**config.mk**
```make
export PLATFORM = sky130hd
export DESIGN_NAME = v4alu_sqrt
export DESIGN_NICKNAME = d
export VERILOG_FILES = /design/src/hdl/v4alu_pkg.sv /design/src/hdl/v4alu_sqrt.sv
export SDC_FILE = /design/constraint.sdc
export NUM_CORES = 2
export LEC_CHECK = 0
export ABC_CLOCK_PERIOD_IN_PS = 5740
export BUFFER_PORTS_ARGS = -buffer_cell sky130_fd_sc_hd__buf_2
export CORE_UTILIZATION = 58
export CTS_CLUSTER_SIZE = 40
export DETAILED_ROUTE_END_ITERATION = 16
export PLACE_DENSITY = 0.71
export SLEW_MARGIN = 15
export SYNTH_ARGS = -nofsm -noshare
export SYNTH_HDL_FRONTEND = slang
export SYNTH_MEMORY_MAX_BITS = 65536
export SYNTH_SLANG_ARGS = --single-unit
export TNS_END_PERCENT = 10
```
**constraint.sdc**
```tcl
create_clock -name aclk -period 5.74 [get_ports aclk]
set_clock_uncertainty 0.15 [all_clocks]
set_input_delay 0.574 -clock aclk [delete_from_list [all_inputs] [get_ports aclk]]
set_output_delay 0.574 -clock aclk [all_outputs]
set_load 0.005 [all_outputs]
```
**src/hdl/v4alu_pkg.sv**
```systemverilog
// ----------------------------------------------------------------------------
// v4alu_pkg
// Shared command codes, status codes and default widths of the vector ALU.
// ----------------------------------------------------------------------------
package v4alu_pkg;

    localparam int WORD_WIDTH_DEF = 32;
    localparam int FRAC_BITS_DEF  = 16;
    localparam int LANES          = 4;

    typedef enum logic [3:0] {
        CMD_ADD   = 4'd0,
        CMD_SUB   = 4'd1,
        CMD_SCALE = 4'd2,
        CMD_DIV   = 4'd3,
        CMD_NEG   = 4'd4,
        CMD_MAG   = 4'd5,
        CMD_NORM  = 4'd6,
        CMD_DOT   = 4'd7,
        CMD_CROSS = 4'd8
    } cmd_t;

    typedef enum logic [1:0] {
        ST_OK   = 2'd0,
        ST_DIV0 = 2'd1,
        ST_OVF  = 2'd2
    } status_t;

endpackage

```
**src/hdl/v4alu_sqrt.sv**
```systemverilog
// ----------------------------------------------------------------------------
// v4alu_sqrt
// Pipelined floor square root, one result bit per stage.
// ----------------------------------------------------------------------------
module v4alu_sqrt #(
    parameter int ROOT_W = v4alu_pkg::WORD_WIDTH_DEF + 1
) (
    input  logic                  aclk,
    input  logic                  en,
    input  logic [2*ROOT_W-1:0]   radicand,
    output logic [ROOT_W-1:0]     root
);
    import v4alu_pkg::*;

    localparam int NUM_W = 2 * ROOT_W;
    localparam int REM_W = ROOT_W + 3;

    logic [NUM_W-1:0]  num_reg  [ROOT_W];
    logic [REM_W-1:0]  rem_reg  [ROOT_W];
    logic [ROOT_W-1:0] root_reg [ROOT_W];

    logic [NUM_W-1:0]  num_in   [ROOT_W];
    logic [REM_W-1:0]  rem_in   [ROOT_W];
    logic [ROOT_W-1:0] root_in  [ROOT_W];
    logic [NUM_W-1:0]  num_next [ROOT_W];
    logic [REM_W-1:0]  rem_next [ROOT_W];
    logic [ROOT_W-1:0] root_next[ROOT_W];

    always_comb begin
        num_in[0]  = radicand;
        rem_in[0]  = '0;
        root_in[0] = '0;
        for (int k = 1; k < ROOT_W; k++) begin
            num_in[k]  = num_reg[k-1];
            rem_in[k]  = rem_reg[k-1];
            root_in[k] = root_reg[k-1];
        end
        for (int k = 0; k < ROOT_W; k++) begin
            logic [REM_W-1:0] rem_sh;
            logic [REM_W-1:0] trial;
            logic             take;
            // Bring down the next bit pair and try the digit one.
            rem_sh = {rem_in[k][REM_W-3:0], num_in[k][NUM_W-1 -: 2]};
            trial  = REM_W'({root_in[k], 2'b01});
            take   = (rem_sh >= trial);
            rem_next[k]  = take ? (rem_sh - trial) : rem_sh;
            root_next[k] = {root_in[k][ROOT_W-2:0], take};
            num_next[k]  = {num_in[k][NUM_W-3:0], 2'b00};
        end
    end

    always_ff @(posedge aclk) begin
        if (en) begin
            for (int k = 0; k < ROOT_W; k++) begin
                num_reg[k]  <= num_next[k];
                rem_reg[k]  <= rem_next[k];
                root_reg[k] <= root_next[k];
            end
        end
    end

    assign root = root_reg[ROOT_W-1];

endmodule

```
Yosys cells after proc, flatten, opt, wreduce, memory -nomap -nowiden:

Memories as Yosys holds them, arrays and structs flattened.
Cells that the tools add are included.

* bits in writable memories: 4389
* bits in read-only memories: 0
* register bits: 0
* bits in latches: 0
* logic and storage cells: 104
* memories: 3
* output and inout port bits: 33
* input bits: 68

Memory list
* num_reg: words 33, width 64, read ports 32, clocked after Yosys merged registers in 0, wr ports 33, RTL line v4alu_sqrt.sv:18 `logic [NUM_W-1:0] num_reg [ROOT_W];`
* rem_reg: words 33, width 36, read ports 32, clocked after Yosys merged registers in 0, wr ports 33, RTL line v4alu_sqrt.sv:19 `logic [REM_W-1:0] rem_reg [ROOT_W];`
* root_reg: words 33, width 33, read ports 33, clocked after Yosys merged registers in 0, wr ports 33, RTL line v4alu_sqrt.sv:20 `logic [ROOT_W-1:0] root_reg [ROOT_W];`

* $lt $le $gt $ge: 33
* add/sub/neg operators: 33
* mux-type cells: 35
* shift operators: 0
* div/mod/pow operators: 0
* equality and inequality tests: 0
* $mul: 0
* reductions and logical operators: 0
* bitwise operators: 0

Operators with widths (number)
* $mux W36: 33
* $ge A36 B35 Y1: 32
* $sub A36 B35 Y36: 32
* $sub A2 B1 Y3 const B: 1
* $ge A2 B1 Y1 const B: 1
* $mux W1: 2

Depth between registers and ports, before layout:

An unclocked memory read counts as a cell.

* depth in word-level cells: 3
* mapped depth: 15
* mapped depth without buffers: 13

Least setup slack after synthesis:

Ideal clock, no wire load.

* path type: register to register
* start: mem rem_reg[0][164] (netlist name)
* end: mem rem_reg[0][196] (netlist name) (data pin)
* cell stages (with the launch flop): 12
* arrival time: 3.549 ns
* setup time: 0.271 ns
* setup slack: 1.770 ns
* path buffers: 1
* required time: 5.319 ns
* clock period less this slack: 3.970 ns
* cell sequence: edfxtp_1 -> or4_4 -> or3_4 -> or4_4 -> or3_4 -> or3_1 -> or4b_1 -> buf_6 -> nor3b_4 -> nand4b_4 -> nor4_1 -> xor2_1

RTL lines (RTL line)
* start, declared: v4alu_sqrt.sv:19

==> results.json <==
{
  "placed_cell_area_sq_um": 127000,
  "routed-via-count": 74100,
  "reg2reg_depth": 11,
  "pwr-share-clk_pct": 32.3,
  "swShare_pct": 28.2,
  "crit_path_end": "rem_reg[0][991]",
  "met1_length_microns": 107000,
  "io-pin-count": 101,
  "cts_htree_levels": 5,
  "firstDrtPassIters": 6,
  "synth_area_per_cell_sq_um": 12.9,
  "yosysMostFrequentCell": "edfxtp_1",
  "synthCells": 9528,
  "critPathMostFrequentCell": "buf_4",
  "fin_tns_setup_ns": 0,
  "crit_fanout": 40,
  "syn-cell-area_sq_um": 123000,
  "antenna_left": 0,
  "post_cts_resized": 0,
  "port_buffers": 100,
  "status": "finished, final reports clean",
  "fmax_mhz": 211,
  "yosys-top-cells-count": "2654 x edfxtp_1, 750 x inv_1, 652 x nand2_1",
  "die_area_sq_um": 214000,
  "pwr-share-comb_pct": 20.9,
  "tightest_slew_ns": 1.12,
  "rrSetupSlack_ns": 1.00,
  "ys_async_sr_fraction_pct": 0,
  "cp_slowest_stage_delay_ns": 0.73,
  "slew_violations": 0,
  "crit_required_ns": 6.22,
  "power.leakage_nw": 52.9,
  "synth_area_leader_cell": "edfxtp_1",
  "cts_buffers": 292,
  "die_w_microns": 463,
  "cts_tree": "built",
  "ys_warn_count": 0,
  "die_height_microns": 463,
  "postCtsSetupBuffers": 0,
  "worstPathCellList": "ha_1 -> nand4_1 -> a21oi_1 -> a211oi_1 -> buf_4 -> o31ai_1 -> a311oi_1 -> o31a_1 -> o211ai_1 -> buf_4 -> mux2_2",
  "post-route-cell-area_sq_um": 137000,
  "worstHoldPathType": "in2reg",
  "largest_reg_flops": 1056,
  "wl_met2_microns": 127000,
  "grt_setup_unrepaired": "false",
  "highest_layer": "met5",
  "clk_pin_slew_worst_paths_ns": 0.06,
  "drt_iter0_markers": 5173,
  "clock_latency_ns": 0.91,
  "cp-start-kind": "flip-flop",
  "drive_gt1_share_pct": 7.33,
  "r2r-start": "rem_reg[0][939]",
  "grt_pass1_wl_microns": 395000,
  "clockBufferDepth": 4,
  "routed_wirelength_microns": 252000,
  "p_seq_share_pct": 46.8,
  "drc": 0,
  "p_per_area_nw_per_um2": 409,
  "end_kind": "flip-flop",
  "synth_ff_type": "edfxtp_1",
  "critPathLaunch": "rem_reg[0][939]",
  "start_util_pct": 58.6,
  "setup_violations": 0,
  "avgViaCountPerCell": 5.75,
  "p_sw_mw": 15.8,
  "min_period_over_period_pct": 82.5,
  "synth.area.top_cells": "edfxtp_1 65%, ha_1 6.1%, xnor2_1 3.2%",
  "grt-ovfl-total": 0,
  "grt_max_degree": 175,
  "intPower_mw": 40.4,
  "grt_use_total_pct": 23.2,
  "cts.sinks": 2654,
  "setup.worst_path.class": "reg2reg",
  "synth_edf_count": 2654,
  "r2r_end": "rem_reg[0][991]",
  "wire_per_inst_microns": 19.6,
  "fin_nets": 10500,
  "max-vdd-ir-drop_mv": 0.334,
  "cts_root_buffer": "clkbuf_16",
  "crit_path_top_delay_cell": "o211ai_1",
  "synth_nets": 10200,
  "ys_seq_area_share_pct": 64.7,
  "grt_pass1_vias": 72500,
  "yosysUniqueCellTypes": 81,
  "synth_top_cell_area_share_pct": 64.7,
  "arrival_ns": 5.22,
  "area_growth_pct": 11.4,
  "coreArea_sq_um": 210000,
  "wl_met3_microns": 9770,
  "maxCapViolations": 0,
  "hold_viol_final": 0,
  "num_rows": 168,
  "gp_congestion": 0.898,
  "ys_ff_latch": 2654,
  "max_slew_margin_pct": 24.3,
  "antenna_found_initial": 3,
  "hpwl_microns": 177000,
  "period_needed_ns": 4.74,
  "power_mw": 56.2
}
[power groups by stage]
| stage | combinational [mW] | clock, mW | sequential (mW) |
|---|---|---|---|
| after floorplan | 8.62 | 0 | 25.9 |
| after global placement | 11.3 | 0 | 26.6 |
| after detailed placement | 11.5 | 0 | 26.7 |
| after CTS | 11.6 | 18.6 | 26.3 |
| after global routing | 13.0 | 19.3 | 26.5 |
| final | 11.7 | 18.2 | 26.3 |
[cell type report]
type,count,area [sq um]
Clock buffer,356,7700
Clock inverter,146,1490
Timing Repair Buffer,248,2010
Tap cell,2805,3510
Sequential cell,2654,79700
Inverter,753,2830
Fill cell,15300,73100
Antenna cell,2,5.00
Multi-Input combinational cell,5931,40100
[repair_timing]
action | 4_1_cts | 5_1_grt
setup endpoints to repair | 0 | 0
hold buffers | 67 | 0
hold endpoints to repair | 67 | 0
[per-layer routing]
| metal | GRT usage (%) | vias up |
|---|---|---|
| met2 | 40.7 | 1693 |
| met4 | 7.89 | 2 |
| met5 | 0 | - |
| li1 | - | 35800 |
| met1 | 29.8 | 36000 |
| met3 | 2.85 | 541 |
[per-stage QoR]
| stage | setup WS [ns] | utilization, % | hold WS, ns | instances |
|---|---|---|---|---|
| 3_5_place_dp | 1.06 | 60.6 | 0.255 | 12300 |
| 4_1_cts | 1.03 | 65.3 | 0.0501 | 12900 |
| 2_1_floorplan | 1.77 | - | 0.250 | 9528 |
| 3_3_place_gp | 1.01 | 60.6 | 0.250 | 12300 |
| 6_report | 1.00 | 65.3 | 0.0396 | 12900 |
| 5_1_grt | 0.787 | 65.3 | 0.0727 | 12900 |
[layout by cell type (no fill, tap or decap), types with 25 or more instances in the layout]
master	count
a21oi_1	626
clkbuf_1	57
clkinv_1	50
nor2b_1	111
buf_4	64
edfxtp_1	2654
nor4_1	108
ha_1	596
clkinv_2	43
bufinv_16	29
nand4_1	106
and2_1	36
xnor2_1	449
o21bai_1	58
a31oi_1	53
and3_1	55
mux2_2	80
a21boi_0	25
nand3b_1	25
dlygate4sd3_1	67
inv_1	750
nand2_1	652
nand2b_1	103
o21a_1	92
o21ai_0	492
xor2_1	442
a211oi_1	45
or3_1	110
a21o_1	264
or2_2	36
or4_1	53
nand3_1	150
buf_2	99
nor2_1	610
o31ai_1	46
clkbuf_16	299
nor3_1	210
[how the worst min path moves through the flow]
stage                    startpoint          endpoint  slack, ns  depth (start not counted)
floorplan           num_reg[0][934]  num_reg[0][1000]       0.25                          0
global placement    num_reg[0][946]  num_reg[0][1012]       0.25                          0
detailed placement  num_reg[0][936]  num_reg[0][1002]       0.25                          0
CTS                              en    num_reg[0][30]       0.05                          1
global route                     en    num_reg[0][31]       0.07                          1
finish                           en    num_reg[0][30]       0.04                          1
[critical path, delay by kind of cell, from the launching register on]
family / cells / cell delay, ns
AO/OA/AOI/OAI: 6 / 2.16
adder cells (fa/ha/maj): 1 / 0.39
buffers and inverters: 2 / 0.71
flip-flops: 1 / 0.40
multiplexers: 1 / 0.39
AND/OR/NAND/NOR: 1 / 0.26
[logic make-up (layout without fill, tap and decap cells)]
family	Yosys count	count (layout)	synth area share, %
AOI/OAI and AO/OA	1904	1904	9.48
DFF	2654	2654	64.7
muxes	85	85	0.772
xor gates and xnor gates	891	891	6.33
adders and majority gates	596	596	6.05
buffers and inverters	943	1503	2.88
other	1	3	0.00304
and+or+nand+nor	2454	2454	9.80
(Power assumes the default switching activity.)
